File: src/hw/rtl/sfp_pkg.sv
`timescale 1ns / 1ps
`default_nettype none

package sfp_pkg;

	localparam int MAX_PAYLOAD = 32;
	localparam int LEN_W = $clog2(MAX_PAYLOAD + 1);
	localparam int IDX_W = (MAX_PAYLOAD > 1) ? $clog2(MAX_PAYLOAD) : 1;
	localparam int POS_W = $clog2(MAX_PAYLOAD + 8);

	localparam logic [15:0] CRC_INIT = 16'hFFFF;
	localparam logic [15:0] CRC_POLY = 16'h1021;

	typedef logic [1:0] stat_code_t;
	localparam stat_code_t STAT_OK  = 2'd0;
	localparam stat_code_t STAT_OVF = 2'd1;
	localparam stat_code_t STAT_END = 2'd2;
	localparam stat_code_t STAT_CRC = 2'd3;

	typedef logic [1:0] reg_idx_t;
	localparam reg_idx_t REG_START_HIGH = 2'd0;
	localparam reg_idx_t REG_START_LOW  = 2'd1;
	localparam reg_idx_t REG_END_HIGH   = 2'd2;
	localparam reg_idx_t REG_END_LOW    = 2'd3;

	typedef struct packed {
		logic [7:0] start_high;
		logic [7:0] start_low;
		logic [7:0] end_high;
		logic [7:0] end_low;
	} cfg_t;

	typedef struct packed {
		logic       clear;
		logic       body_step;
		logic       emit;
		stat_code_t emit_code;
		logic       drain_step;
	} ctl_cmd_t;

	typedef struct packed {
		logic start_high_hit;
		logic start_low_hit;
		logic ovf;
		logic frame_end;
		logic end_bad;
		logic crc_bad;
		logic len_zero;
		logic drain_last;
		logic out_free;
	} dp_stat_t;

endpackage

`default_nettype wire

File: src/hw/rtl/serial_frame_parser_crc16_core.sv
// Framed byte stream parser with CRC-16/CCITT-FALSE check.
// Input channel: in_valid / in_stall carries one received byte (rx_byte) per word.
// Output channel: out_valid / out_stall carries one result word (status, frame_ready,
// command_word, payload_count, payload_byte, byte_index, last).
// Register port: APB-style, start_high at 0x0, start_low at 0x4, end_high at 0x8,
// end_low at 0xC; write only while the parser is idle.
// Throughput: one input byte per cycle while not draining and no result is held stalled.
// Results: error and empty-frame results enter the output register in the cycle
// after the byte that ends them is taken (the length byte for overflow, else the
// final end marker byte); a good frame drains from the payload store one result per
// cycle while out_stall is low, and the input is stalled until its last byte drains.
// Stall: while a result sits in the output register with out_stall high the parser
// stops taking bytes; the held word does not change.
// Reset: parser returns to the start-marker hunt, registers take their defaults
// (0xAA, 0x55, 0x55, 0xAA); no clearing pass is needed.
`timescale 1ns / 1ps
`default_nettype none

module serial_frame_parser_crc16_core (
	input  logic        clk,
	input  logic        arst_n,
	input  logic        in_valid,
	output logic        in_stall,
	input  logic [7:0]  rx_byte,
	output logic        out_valid,
	input  logic        out_stall,
	output logic [1:0]  status,
	output logic        frame_ready,
	output logic [15:0] command_word,
	output logic [5:0]  payload_count,
	output logic [7:0]  payload_byte,
	output logic [4:0]  byte_index,
	output logic        last,
	input  logic        psel,
	input  logic        penable,
	input  logic        pwrite,
	input  logic [3:0]  paddr,
	input  logic [31:0] pwdata,
	output logic [31:0] prdata,
	output logic        pready
);
	import sfp_pkg::*;

	cfg_t     cfg_q;
	ctl_cmd_t cmd;
	dp_stat_t stat;
	reg_idx_t reg_idx;
	logic     wr_en;
	logic [7:0] rd_val;

	assign pready  = 1'b1;
	assign reg_idx = paddr[3:2];
	assign wr_en   = psel && penable && pwrite && pready;

	always_ff @(posedge clk or negedge arst_n) begin
		if (!arst_n) begin
			cfg_q.start_high <= 8'hAA;
			cfg_q.start_low  <= 8'h55;
			cfg_q.end_high   <= 8'h55;
			cfg_q.end_low    <= 8'hAA;
		end else if (wr_en) begin
			unique case (reg_idx)
				REG_START_HIGH: cfg_q.start_high <= pwdata[7:0];
				REG_START_LOW:  cfg_q.start_low  <= pwdata[7:0];
				REG_END_HIGH:   cfg_q.end_high   <= pwdata[7:0];
				REG_END_LOW:    cfg_q.end_low    <= pwdata[7:0];
				default:        cfg_q            <= cfg_q;
			endcase
		end
	end

	always_comb begin
		unique case (reg_idx)
			REG_START_HIGH: rd_val = cfg_q.start_high;
			REG_START_LOW:  rd_val = cfg_q.start_low;
			REG_END_HIGH:   rd_val = cfg_q.end_high;
			REG_END_LOW:    rd_val = cfg_q.end_low;
			default:        rd_val = 8'h00;
		endcase
	end

	assign prdata = {24'h000000, rd_val};

	sfp_ctrl u_ctrl (
		.clk      (clk),
		.arst_n   (arst_n),
		.in_valid (in_valid),
		.stat     (stat),
		.in_stall (in_stall),
		.cmd      (cmd)
	);

	sfp_dp u_dp (
		.clk           (clk),
		.arst_n        (arst_n),
		.cfg           (cfg_q),
		.cmd           (cmd),
		.rx_byte       (rx_byte),
		.out_stall     (out_stall),
		.stat          (stat),
		.out_valid     (out_valid),
		.status        (status),
		.frame_ready   (frame_ready),
		.command_word  (command_word),
		.payload_count (payload_count),
		.payload_byte  (payload_byte),
		.byte_index    (byte_index),
		.last          (last)
	);

`ifndef ASSERT_OFF
	a_no_take_while_held: assert property (@(posedge clk) disable iff (!arst_n)
		(in_valid && !in_stall) |-> !(out_valid && out_stall))
		else $error("byte taken while result word held");

	a_error_word_form: assert property (@(posedge clk) disable iff (!arst_n)
		(out_valid && (status != STAT_OK)) |->
		(last && !frame_ready && (command_word == 16'h0000) && (payload_count == 6'd0)))
		else $error("error word malformed");

	a_ok_is_ready: assert property (@(posedge clk) disable iff (!arst_n)
		(out_valid && (status == STAT_OK)) |-> frame_ready)
		else $error("ok word without frame_ready");

	a_index_in_range: assert property (@(posedge clk) disable iff (!arst_n)
		(out_valid && frame_ready && (payload_count != 6'd0)) |->
		({1'b0, byte_index} < payload_count))
		else $error("byte_index beyond payload_count");
`endif

endmodule

`default_nettype wire

File: src/hw/rtl/sfp_ctrl.sv
`timescale 1ns / 1ps
`default_nettype none

module sfp_ctrl (
	input  logic               clk,
	input  logic               arst_n,
	input  logic               in_valid,
	input  sfp_pkg::dp_stat_t  stat,
	output logic               in_stall,
	output sfp_pkg::ctl_cmd_t  cmd
);
	import sfp_pkg::*;

	typedef enum logic [3:0] {
		S_HUNT  = 4'b0001,
		S_SYNC  = 4'b0010,
		S_BODY  = 4'b0100,
		S_DRAIN = 4'b1000
	} state_t;

	state_t state_q;
	state_t state_d;
	logic   acc;

	assign in_stall = (state_q == S_DRAIN) || !stat.out_free;
	assign acc      = in_valid && !in_stall;

	always_comb begin
		cmd     = '0;
		state_d = state_q;
		unique case (state_q)
			S_HUNT: begin
				if (acc && stat.start_high_hit) begin
					state_d = S_SYNC;
				end
			end
			S_SYNC: begin
				if (acc) begin
					priority if (stat.start_low_hit) begin
						state_d = S_BODY;
					end else if (stat.start_high_hit) begin
						state_d = S_SYNC;
					end else begin
						state_d = S_HUNT;
					end
				end
			end
			S_BODY: begin
				if (acc) begin
					cmd.body_step = 1'b1;
					if (stat.ovf) begin
						cmd.emit      = 1'b1;
						cmd.emit_code = STAT_OVF;
						cmd.clear     = 1'b1;
						state_d       = S_HUNT;
					end else if (stat.frame_end) begin
						priority if (stat.end_bad) begin
							cmd.emit      = 1'b1;
							cmd.emit_code = STAT_END;
							cmd.clear     = 1'b1;
							state_d       = S_HUNT;
						end else if (stat.crc_bad) begin
							cmd.emit      = 1'b1;
							cmd.emit_code = STAT_CRC;
							cmd.clear     = 1'b1;
							state_d       = S_HUNT;
						end else if (stat.len_zero) begin
							cmd.emit      = 1'b1;
							cmd.emit_code = STAT_OK;
							cmd.clear     = 1'b1;
							state_d       = S_HUNT;
						end else begin
							state_d = S_DRAIN;
						end
					end
				end
			end
			S_DRAIN: begin
				if (stat.out_free) begin
					cmd.drain_step = 1'b1;
					if (stat.drain_last) begin
						cmd.clear = 1'b1;
						state_d   = S_HUNT;
					end
				end
			end
			default: begin
				state_d = S_HUNT;
			end
		endcase
	end

	always_ff @(posedge clk or negedge arst_n) begin
		if (!arst_n) begin
			state_q <= S_HUNT;
		end else begin
			state_q <= state_d;
		end
	end

endmodule

`default_nettype wire

File: src/hw/rtl/sfp_dp.sv
`timescale 1ns / 1ps
`default_nettype none

module sfp_dp (
	input  logic                clk,
	input  logic                arst_n,
	input  sfp_pkg::cfg_t       cfg,
	input  sfp_pkg::ctl_cmd_t   cmd,
	input  logic [7:0]          rx_byte,
	input  logic                out_stall,
	output sfp_pkg::dp_stat_t   stat,
	output logic                out_valid,
	output logic [1:0]          status,
	output logic                frame_ready,
	output logic [15:0]         command_word,
	output logic [5:0]          payload_count,
	output logic [7:0]          payload_byte,
	output logic [4:0]          byte_index,
	output logic                last
);
	import sfp_pkg::*;

	function automatic logic [15:0] crc_byte(input logic [15:0] crc, input logic [7:0] b);
		logic [15:0] c;
		c = crc ^ {b, 8'h00};
		for (int i = 0; i < 8; i++) begin
			c = c[15] ? ({c[14:0], 1'b0} ^ CRC_POLY) : {c[14:0], 1'b0};
		end
		return c;
	endfunction

	logic [POS_W-1:0] pos_q;
	logic [15:0]      crc_q;
	logic [15:0]      cmd_q;
	logic [7:0]       len_hi_q;
	logic [LEN_W-1:0] len_q;
	logic [15:0]      rcrc_q;
	logic             end_ok_q;
	logic [IDX_W-1:0] idx_q;
	logic [7:0]       mem [MAX_PAYLOAD];

	logic [POS_W-1:0] k;
	logic [POS_W-1:0] len_ext;
	logic             past_hdr;
	logic             in_payload;
	logic             out_valid_q;

	assign k          = pos_q - POS_W'(4);
	assign len_ext    = POS_W'(len_q);
	assign past_hdr   = pos_q >= POS_W'(4);
	assign in_payload = past_hdr && (k < len_ext);

	assign stat.start_high_hit = rx_byte == cfg.start_high;
	assign stat.start_low_hit  = rx_byte == cfg.start_low;
	assign stat.ovf            = (pos_q == POS_W'(3)) &&
	                             ((len_hi_q != 8'h00) || (rx_byte > 8'(MAX_PAYLOAD)));
	assign stat.frame_end      = past_hdr && (k == len_ext + POS_W'(3));
	assign stat.end_bad        = !end_ok_q || (rx_byte != cfg.end_low);
	assign stat.crc_bad        = rcrc_q != crc_q;
	assign stat.len_zero       = len_q == '0;
	assign stat.drain_last     = (LEN_W'(idx_q) + LEN_W'(1)) == len_q;
	assign stat.out_free       = !out_valid_q || !out_stall;

	// parser state
	always_ff @(posedge clk or negedge arst_n) begin
		if (!arst_n) begin
			pos_q    <= '0;
			crc_q    <= CRC_INIT;
			cmd_q    <= '0;
			len_hi_q <= '0;
			len_q    <= '0;
			rcrc_q   <= '0;
			end_ok_q <= 1'b0;
			idx_q    <= '0;
		end else if (cmd.clear) begin
			pos_q    <= '0;
			crc_q    <= CRC_INIT;
			cmd_q    <= '0;
			len_hi_q <= '0;
			len_q    <= '0;
			rcrc_q   <= '0;
			end_ok_q <= 1'b0;
			idx_q    <= '0;
		end else begin
			if (cmd.drain_step) begin
				idx_q <= idx_q + IDX_W'(1);
			end
			if (cmd.body_step) begin
				pos_q <= pos_q + POS_W'(1);
				priority if (pos_q < POS_W'(2)) begin
					cmd_q <= {cmd_q[7:0], rx_byte};
					crc_q <= crc_byte(crc_q, rx_byte);
				end else if (pos_q == POS_W'(2)) begin
					len_hi_q <= rx_byte;
					crc_q    <= crc_byte(crc_q, rx_byte);
				end else if (pos_q == POS_W'(3)) begin
					len_q <= LEN_W'(rx_byte);
					crc_q <= crc_byte(crc_q, rx_byte);
				end else if (in_payload) begin
					crc_q <= crc_byte(crc_q, rx_byte);
				end else if (k == len_ext) begin
					rcrc_q[15:8] <= rx_byte;
				end else if (k == len_ext + POS_W'(1)) begin
					rcrc_q[7:0] <= rx_byte;
				end else if (k == len_ext + POS_W'(2)) begin
					end_ok_q <= rx_byte == cfg.end_high;
				end else begin
					end_ok_q <= end_ok_q;
				end
			end
		end
	end

	// payload store
	always_ff @(posedge clk) begin
		if (cmd.body_step && in_payload) begin
			mem[k[IDX_W-1:0]] <= rx_byte;
		end
	end

	// output word register
	always_ff @(posedge clk or negedge arst_n) begin
		if (!arst_n) begin
			out_valid_q <= 1'b0;
		end else if (cmd.emit || cmd.drain_step) begin
			out_valid_q <= 1'b1;
		end else if (!out_stall) begin
			out_valid_q <= 1'b0;
		end
	end

	always_ff @(posedge clk) begin
		if (cmd.emit) begin
			status        <= cmd.emit_code;
			frame_ready   <= cmd.emit_code == STAT_OK;
			command_word  <= (cmd.emit_code == STAT_OK) ? cmd_q : 16'h0000;
			payload_count <= '0;
			payload_byte  <= '0;
			byte_index    <= '0;
			last          <= 1'b1;
		end else if (cmd.drain_step) begin
			status        <= STAT_OK;
			frame_ready   <= 1'b1;
			command_word  <= cmd_q;
			payload_count <= 6'(len_q);
			payload_byte  <= mem[idx_q];
			byte_index    <= 5'(idx_q);
			last          <= stat.drain_last;
		end
	end

	assign out_valid = out_valid_q;

endmodule

`default_nettype wire
File: config.mk
export PLATFORM = sky130hd
export DESIGN_NAME = serial_frame_parser_crc16_core
export DESIGN_NICKNAME = d
export VERILOG_FILES = /design/src/hw/rtl/sfp_pkg.sv /design/src/hw/rtl/serial_frame_parser_crc16_core.sv /design/src/hw/rtl/sfp_ctrl.sv /design/src/hw/rtl/sfp_dp.sv
export SDC_FILE = /design/constraint.sdc
export NUM_CORES = 1
export LEC_CHECK = 0
export BUFFER_PORTS_ARGS = -buffer_cell sky130_fd_sc_hd__buf_2
export CAP_MARGIN = 10
export CORE_UTILIZATION = 46
export DETAILED_ROUTE_END_ITERATION = 12
export PLACE_DENSITY_LB_ADDON = 0.3
export SLEW_MARGIN = 20
export SYNTH_ARGS = -nofsm -noshare
export SYNTH_HDL_FRONTEND = slang
export SYNTH_SLANG_ARGS = --single-unit
File: constraint.sdc
create_clock -name clk -period 3.8 [get_ports clk]
set_clock_uncertainty 0.2 [all_clocks]
set_input_delay 0.57 -clock clk [delete_from_list [all_inputs] [get_ports clk]]
set_output_delay 0.57 -clock clk [all_outputs]
set_load 0.01 [all_outputs]
# Word-level counts from Yosys, hierarchy flattened
# Memory sizes are Yosys's and may differ from the RTL's. A register that Yosys moved wholly into a read port is not among the register bits.
# Cells that the tools add are included.
dict set report word_totals {
  n_memories 1
  register_bits 142
  inputBits 51
  elab_cells 208
  ram_bits 256
  output_inout_bits 74
}
# name depth width rd rd_ports_with_merged_regs write_ports line
set mem_list {}
lappend mem_list {u_dp.mem 32 8 1 1 1 sfp_dp.sv:40} ;# logic [7:0] mem [MAX_PAYLOAD];
dict set report classes {
  eq_ne 32
  n_lt_le_gt_ge 4
  n_mux 90
  n_reduce_logical 44
  bitwise 9
  add_sub_neg 7
}
# operator n
set ops {}
lappend ops {{16-bit two-way mux} 18}
lappend ops {{13-bit two-way mux} 8}
lappend ops {{8-bit two-way mux} 7}
lappend ops {{4-bit two-way mux} 12}
lappend ops {{6-bit two-way mux} 7}
lappend ops {{8-bit case mux with 4 select lines} 1}
lappend ops {{6-bit == test} 5}
lappend ops {{8-bit == test} 3}
lappend ops {{1-bit two-way mux} 24}
lappend ops {{3-bit inverter} 8}
lappend ops {{2-bit nonzero test} 9}
lappend ops {{16-bit inequality test} 1}
lappend ops {{4-bit case mux with 4 select lines} 1}
lappend ops {{16-bit bitwise XOR} 1}
lappend ops {{3-bit two-way mux} 5}
lappend ops {{5-bit two-way mux} 3}
lappend ops {{2-bit inequality test, second input constant} 7}
lappend ops {{6-bit by 1-bit adder with 6-bit output, second input constant} 2}
lappend ops {{6-bit by 2-bit adder with 6-bit output, second input constant} 2}
lappend ops {{6-bit by 2-bit == test with 1-bit output, second input constant} 2}
lappend ops {{2-bit AND reduction} 6}
lappend ops {{6-bit AND reduction} 2}
lappend ops {{2-bit by 1-bit inequality test with 1-bit output, second input constant} 5}
lappend ops {{8-bit by 6-bit greater-than comparator with 1-bit output, second input constant} 1}
lappend ops {{other kinds (27)} 46}

# Depth between registers and ports, before layout
# Gate-level depths: netlist of run 1.
dict set report depth {
  ltp_word 23
  mapped_depth 14
  mapped_depth_nobuf 11
}

# Modules after synthesis
# Synthesis of run 1 repeated with hierarchy kept, for this count alone.
dict set report unflattened {
  hier_cells 1241
  area_unflattened_um2 18236.2
}
# mod cells_per_inst area_each_um2 n_inst seq_area_each_um2
set by_module_without_submodules {}
lappend by_module_without_submodules {sfp_dp 1085 16219.3 1 10555.1}
lappend by_module_without_submodules {serial_frame_parser_crc16_core 107 1645.3 1 820.8}
lappend by_module_without_submodules {sfp_ctrl 49 371.6 1 101.3}

# Least setup slack after synthesis of run 1
# Ideal clock, no wire load.
dict set report synth_timing {
  path_kind {reg2reg}
  from {register u_dp.pos_q[2]}
  to {memory u_dp.mem[3][0] (enable)}
  path_slack_ps 109
  period_less_slack_ps 3691
  required_ps 3230
  setup_time_ps 370
  n_path_buf 2
  t_arrival_ps 3121
  stages_incl_launch_ff 13
  path_cell_list {dfrtp_1 clkbuf_1 inv_1 ha_1 xnor2_2 inv_1 ha_1 a21o_1 a211oi_1 o21ai_1 or2_2 clkbuf_1 nor2_1}
}
dict set report synth_via {
  elab_chain_len 6
  elab_cells_between_ends 7
  classes_between {add/sub (1); order compare (2); mux (2); reduce/logical (2)}
}
# element line
set synth_rtl {}
lappend synth_rtl {{from (decl)} sfp_dp.sv:32} ;# logic [POS_W-1:0] pos_q;
lappend synth_rtl {{from (signal assigned)} sfp_dp.sv:89} ;# pos_q <= pos_q + POS_W'(1);
lappend synth_rtl {{6-bit by 3-bit subtractor with 6-bit output} sfp_dp.sv:48} ;# assign k = pos_q - POS_W'(4);
lappend synth_rtl {{6-bit less-than comparator} sfp_dp.sv:51} ;# assign in_payload = past_hdr && (k < len_ext);
lappend synth_rtl {{1-bit logical AND} sfp_dp.sv:51}
lappend synth_rtl {{1-bit logical AND} sfp_dp.sv:116} ;# if (cmd.body_step && in_payload) begin
lappend synth_rtl {{1-bit two-way mux} sfp_dp.sv:116}
lappend synth_rtl {{1-bit two-way mux (implied by the code)} sfp_dp.sv:117} ;# mem[k[IDX_W-1:0]] <= rx_byte;
lappend synth_rtl {{to (decl)} sfp_dp.sv:40}
# Parallel ways exist; a longest one is shown, timed or not.

# Worst setup path after layout of run 1
dict set report layout_timing {
  from {register u_dp.pos_q[3]}
  to {memory u_dp.mem[26][2] (enable)}
}
# Same word-level chain as after synthesis.

==> out/metrics.cfg, run 1 <==
[run_status]
status=finished, final reports clean

[global_routing]
antenna_found_initial=0
overflow=0
grt_start_max_net_pins=68
grt_usage=0.205
grt_first_pass_wirelength_um=60700
first_global_vias=10225

[routing]
via_per_inst=5.44
drtIter0Drc=637
wire_per_inst_um=21.1
first_pass_iters=5
postRouteAntennaNets=0
routed_wl_um=39500
via_count=10196
drc_errors=0

[die]
die_w_um=200
die_h_um=200
ios=125
start_util=0.466
rows=72
coreArea_um2=38600
die_area_um2=39900

[run]
maxCapViolCount=0

[logic_synthesis]
synth_cell_types=58
synth_ff_type=edfxtp_1
synth_edf_count=275
synth_warnings=0
synth_top_cell_area_share=0.459
synthTopCellsByArea=edfxtp_1, mux4_2, dfrtp_1
avgSynthCellArea_um2=15.2
synthArstFlopShare=0.273
synth_area_um2=18000
synthCells=1184
synth-seq-area-share=0.639
ys_ff_latch=406
synth_area_leader_cell=edfxtp_1

[placement]
port_buffers=73
hpwl_um=25800
gp_congestion=0.850
place_inst=1791
placed_cell_area_um2=19300

[clock_tree]
clock-root-buffer=clkbuf_16
cts_sinks=406
cts_made_buffers=44
post_cts_resized=0
clk_pin_slew_ps=60
ctsHtreeMaxLevel=2
cts_tree=done
clk_latency_ps=540
post_cts_buffers=0
clk_path_buf_depth=3

[finish]
fin_area_um2=20600
instances_no_fill=1873
area_growth_pct=14.8
finalCoreUtilization=0.535
drive_gt1_frac=0.284
fin_nets=1391
diodes=0

[sta]
fin_tns_setup_ps=0
hold_viol_final=0
finalCriticalPeriod_ps=3540
slew_violations=0
fmax_ghz=0.282
rsz0062_at_grt=no
tightest_slew_ps=802
finalSetupViolCount=0
fin_crit_sh=0.933
slew_headroom=0.463

[pwr]
ir_drop_mv=0.261
p_per_area_nw_per_um2=451
leakage_nw=8.12

[critical_path]
start_kind=flip-flop
reg2reg_slack_ps=260
worst_ep_required_time_ps=3840
path_class=flip-flop to flip-flop
crit_fanout=8
crit_path_end_kind=flip-flop
cp_data_arrival_time_ps=3580

[worst_hold_path]
hold_class=primary input to flip-flop

-- layout by cell type, fill, tap and decap left out, types with 11 or more instances in the layout --
cell type	n
edfxtp_1	275
nor3_1	11
xnor2_1	63
mux2i_1	61
a21oi_1	29
xor2_1	35
buf_2	72
nand2_1	73
mux2_2	33
clkbuf_16	47
dfxtp_1	20
nor2b_1	18
nand4_1	12
mux4_2	88
nor2_1	114
buf_4	81
conb_1	25
nand3_1	17
clkbuf_1	11
dfrtp_1	76
inv_1	16
dfstp_2	33
clkinv_1	11
ha_1	19
-- report_power, final --
part           total [mW]  switching (mW)  internal (mW)  leakage [nW]
clock                3.92            1.67           2.25         0.649
sequential           4.93          0.0859           4.84          4.06
combinational       0.469           0.244          0.225          3.40
total                9.32            2.00           7.32          8.12
-- sequential cells by signal (all words and copies together), names as in the netlist, 5 cells and up --
name / flops
u_dp.len_ext: 6
u_dp.byte_index: 5
cfg_q: 32
u_dp.mem: 256
u_dp.cmd_q: 16
u_dp.crc_q: 16
u_dp.rcrc_q: 16
u_dp.payload_byte: 8
u_dp.len_hi_q: 8
u_dp.pos_q: 6
u_dp.payload_count: 6
u_dp.command_word: 16
u_dp.idx_q: 5
-- Yosys cell counts (all sizes together), types with 6 or more instances --
| library cell | number |
|---|---|
| nor2b | 18 |
| xnor2 | 64 |
| a211oi | 11 |
| ha | 19 |
| dfrtp | 78 |
| dfxtp | 20 |
| nand4 | 12 |
| o211ai | 9 |
| nand2 | 73 |
| or3 | 9 |
| xor2 | 35 |
| mux2 | 33 |
| o21ai | 8 |
| dfstp | 33 |
| mux2i | 61 |
| nor2 | 114 |
| inv | 16 |
| clkbuf | 38 |
| nor4 | 9 |
| or2 | 6 |
| nor3 | 11 |
| mux4 | 88 |
| edfxtp | 275 |
| buf | 53 |
| a21oi | 30 |
| nand3 | 17 |
-- path summary, 6_finish.rpt --
check                                                    from                                 end  cells past startpoint
min in group asynchronous                              arst_n           u_dp.cmd_q[3]$_DFFE_PN0P_                      2
max                                 u_dp.pos_q[3]$_DFFE_PN0N_           u_dp.mem[26][2]$_DFFE_PP_                     13
min reg2reg                u_dp.payload_count[3]$_SDFFE_PN0P_  u_dp.payload_count[3]$_SDFFE_PN0P_                      2
max in group asynchronous                              arst_n                cfg_q[1]$_DFFE_PN1P_                      3
max reg2reg                         u_dp.pos_q[3]$_DFFE_PN0N_           u_dp.mem[26][2]$_DFFE_PP_                     13
min                                                 pwdata[3]                cfg_q[3]$_DFFE_PN1P_                      2
-- worst max-delay path, cell delays in order, from the launching register on --
cell      delay (ps)
dfrtp_1          450
inv_1            100
ha_1             250
xnor2_2          190
buf_4            170
inv_1             90
ha_1             310
a21o_1           160
a211oi_1         210
o21ai_1          140
nor2_1           190
nand2_1          270
nor2_1           290
buf_4            220
-- kinds of logic after synthesis --
| group | synth area share |
|---|---|
| fa+ha+maj | 0.0132 |
| xor+xnor | 0.0487 |
| compound gates | 0.0281 |
| buf+inv | 0.0301 |
| other cells | 0.000418 |
| mux | 0.165 |
| simple gates | 0.0762 |
| flops | 0.639 |
-- repair_timing --
| item | CTS | global route |
|---|---|---|
| hold buffers | 1 | 0 |
| endpoints found under the hold margin | 41 | 0 |
| endpoints found under the setup margin | 0 | 0 |
-- through the flow --
stage	hold WS (ps)	power, mW	setup WS, ps
finish	105	9.32	256
global route	97.8	9.63	74.7
CTS	91.5	9.42	4.40
detailed placement	247	5.49	22.2
global placement	242	5.48	99.7
floorplan	74.4	5.30	109
-- layout make-up --
type                            instances  area [um^2]
Clock inverter                         22          116
Multi-Input combinational cell        694         6050
Sequential cell                       406        11500
Tap cell                              518          648
Clock buffer                           58         1220
Inverter                               16         60.1
Timing Repair Buffer                  159         1070
Fill cell                            3137        17900
-- layer usage --
metal / GRT usage / vias to the layer above / part of all wire
li1: - / 4644 / -
met1: 0.289 / 5232 / 0.45
met2: 0.337 / 271 / 0.49
met3: 0.0273 / 49 / 0.049
met4: 0.0495 / 0 / 0.016
met5: 0 / - / 0
No activity file was read; power rests on OpenSTA's default activity.
==> run 2, diff against run 1 <==
- ABC_AREA: not set -> 1
==> run 2 against run 1 <==
  * First-iteration DRC count is 110% higher
  * Combinational power grew to 7.1 times the previous value
  * Total power grew 36%
  * Global-route usage increased by 2.9 points
  * Sequential share of layout area shrank 1.4 points
  * Highest routed layer unchanged
  * Clock-buffer cell count up 2
  * Sequential power is 8.3% higher
  * Worst hold slack lost 30 ps
  * Area after synthesis is 4.3% higher
  * Utilization fell by 0.60 points
  * Synthesized cell count increased by 58%
==> out/metrics.cfg, run 2 <==
[sta]
fin_crit_sh=0.886  ; -0.0466
slew_violations=0  ; unchanged
hold_viol_final=0  ; unchanged
holdWs_ps=75.2  ; -29.9 ps
fin_tns_setup_ps=0  ; unchanged
slew_headroom=0.414  ; -0.0489
finalCriticalPeriod_ps=3370  ; -177 ps
tightest_slew_ps=876  ; +73.1 ps
fmax_ghz=0.297  ; +5.3%
rsz0062_at_grt=no
finalSetupViolCount=0  ; unchanged

[logic_synthesis]
synthTopCellsByArea=edfxtp_1, nand2_1, dfrtp_1
synth_warnings=0  ; unchanged
synth-seq-area-share=0.612  ; -0.0264
synth_top_cell_area_share=0.440  ; -0.0190
synth_cell_types=41  ; -29%
netlist_top_cells_count=nand2_1, edfxtp_1, nand3_1, nor2_1, inv_1
synthCells=1875  ; +58%
synthArstFlopShare=0.273  ; unchanged
synth_area_um2=18800  ; +4.3%
synth_ff_type=edfxtp_1
synth_area_leader_cell=edfxtp_1
ys_ff_latch=406  ; unchanged
yosysMostFrequentCell=nand2_1
synth_edf_count=275  ; unchanged
avgSynthCellArea_um2=10.0  ; -34%

[clock_tree]
clock-root-buffer=clkbuf_16
post_cts_resized=0  ; unchanged
hold_buffers=1  ; unchanged
cts_tree=done
clk_latency_ps=590  ; +50 ps
post_cts_buffers=0  ; unchanged
clk_path_buf_depth=3  ; unchanged
ctsHtreeMaxLevel=2  ; unchanged
cts_sinks=406  ; unchanged
clk_pin_slew_ps=60  ; about the same
cts_made_buffers=43  ; -2.3%

[die]
ios=125  ; unchanged
rows=73  ; +1.4%
die_area_um2=41600  ; +4.3%
die_h_um=204  ; +2.1%
start_util=0.469  ; +0.00251
die_w_um=204  ; +2.1%
coreArea_um2=40000  ; +3.8%

[routing]
drtIter0Drc=1306  ; +110%
routed_wl_um=47900  ; +21%
first_pass_iters=5  ; unchanged
drc_errors=0  ; unchanged
postRouteAntennaNets=0  ; unchanged
via_count=13754  ; +35%
via_per_inst=5.45  ; about the same
wire_per_inst_um=19.0  ; -9.9%

[critical_path]
critPathSlowestCell=nand2_1
slowest_delay_ps=400  ; -50 ps
crit_path_end_kind=flip-flop
rr_startpoint=u_dp.pos_q[2]$_DFFE_PN0N_
crit_chain=inv_1, ha_1, or2_1, nand2_4, inv_2, ha_1, nand2_1, inv_1, o21ai_0, nand2_1, nor2_4, inv_1, nor2_1, nand2_1, nor2_1, buf_4
start_kind=flip-flop
crit_fanout=10  ; +2
cp_data_arrival_time_ps=3440  ; -140 ps
r2r_cells=16  ; +3
reg2reg_slack_ps=430  ; +180 ps
path_class=flip-flop to flip-flop
rr_endpoint=u_dp.mem[24][7]$_DFFE_PP_
worst_ep_required_time_ps=3880  ; +40 ps
critPathLaunch=u_dp.pos_q[2]$_DFFE_PN0N_

[global_routing]
met1_usage=0.307  ; +0.0187
grt.busiest_layer=met2
grt_usage=0.233  ; +0.0288
first_global_vias=13219  ; +29%
grt_start_max_net_pins=68  ; unchanged
antenna_found_initial=0  ; unchanged
grtUsageMet2=0.382  ; +0.0453
grt_first_pass_wirelength_um=74000  ; +22%
grt_use_met3=0.0427  ; +0.0154
overflow=0  ; unchanged

[worst_hold_path]
worstHoldEndpoint=cfg_q[22]$_DFFE_PN1P_
hp-start=pwdata[6]
min_path_cells=3  ; +1
hold_class=primary input to flip-flop

[pwr]
p_per_area_nw_per_um2=600  ; +33%
ir_drop_mv=0.342  ; +31%
leakage_nw=8.72  ; +7.5%

[run_status]
status=finished, final reports clean

[finish]
area_growth_pct=12.9
final.fill_count=3486  ; +11%
largest_reg_flops=256  ; unchanged
drive_gt1_frac=0.138  ; -0.147
final_common_cell=nand2_1
layout_common_cells=nand2_1, edfxtp_1, nand3_1
diodes=0  ; unchanged
fin_nets=2036  ; +46%

[placement]
hpwl_um=30200  ; +17%
gp_congestion=0.875  ; +3.0%
port_buffers=73  ; unchanged

[run]
maxCapViolCount=0  ; unchanged

run 2: cell count changes in the layout (fill, tap and decap cells not counted), moves of 10 or more:
cell,before,now
mux4_2,88,0
mux2_2,33,0
o221ai_1,1,64
buf_4,81,70
a211oi_1,10,0
xnor2_1,63,46
inv_1,16,113
nand2_1,73,549
nand3_1,17,175
nand4_1,12,95
nor2b_1,18,0
o21ai_0,7,53
mux2i_1,61,0
a21oi_1,29,14
run 2: kinds of logic after synthesis:
kind of cell / Yosys count / synth area share
flip-flops: 406 / 0.612
AO/OA/AOI/OAI: 140 / 0.0517
other: 2 / 0.000401
adder cells (fa/ha/maj): 19 / 0.0127
XOR/XNOR: 76 / 0.0355
AND/OR/NAND/NOR: 985 / 0.229
buffers and inverters: 247 / 0.0590
run 2: final cells by class:
type                       count  area [um^2]  area share
sequential                   406        11500       0.542
tap                          525          657      0.0310
multi-input combinational   1245         6270       0.296
inverter                     125          469      0.0222
timing repair buffer         145          936      0.0442
clock buffer                  60         1210      0.0571
clock inverter                19          159     0.00750
run 2: per-layer routing:
| metal | wire length, um | share of wire |
|---|---|---|
| met4 | 1710 | 0.036 |
| met5 | 0 | 0 |
| met1 | 20200 | 0.42 |
| met3 | 3090 | 0.064 |
| met2 | 22900 | 0.48 |
run 2: how the worst max path moves through the flow:
stage,endpoint,slack [ps],depth (start not counted)
after floorplan,u_dp.mem[0][0]$_DFFE_PP_,380,17
after global placement,u_dp.mem[20][7]$_DFFE_PP_,470,16
after detailed placement,u_dp.mem[21][2]$_DFFE_PP_,400,16
after CTS,u_dp.mem[25][5]$_DFFE_PP_,410,16
after global routing,u_dp.mem[25][3]$_DFFE_PP_,210,16
final,u_dp.mem[24][7]$_DFFE_PP_,430,16
run 2: power breakdown:
part	internal, mW	total, mW	leakage (nW)	switching (mW)
Clock	2.31	4.05	0.672	1.74
Combinational	1.17	3.32	4.02	2.16
Sequential	5.05	5.34	4.03	0.292
Total	8.53	12.7	8.72	4.19
run 2: metrics by stage:
stage / instance area (um^2) / setup slack [ps] / utilization / std cells / total power [mW]
detailed placement: 19800 / 399 / 0.495 / 2445 / 8.74
global placement: 19800 / 473 / 0.495 / 2445 / 8.68
global route: 21200 / 212 / 0.529 / 2525 / 13.4
finish: 21200 / 433 / 0.529 / 2525 / 12.7
CTS: 21200 / 407 / 0.529 / 2525 / 12.8
floorplan: 18800 / 377 / - / 1898 / 7.73
run 2: critical path, delay by kind of cell (launching register included):
kind | cells | cell delay, ps
flip-flops | 1 | 340
AO/OA/AOI/OAI | 1 | 60
AND/OR/NAND/NOR | 8 | 1450
buffers and inverters | 5 | 480
adder cells (fa/ha/maj) | 2 | 530
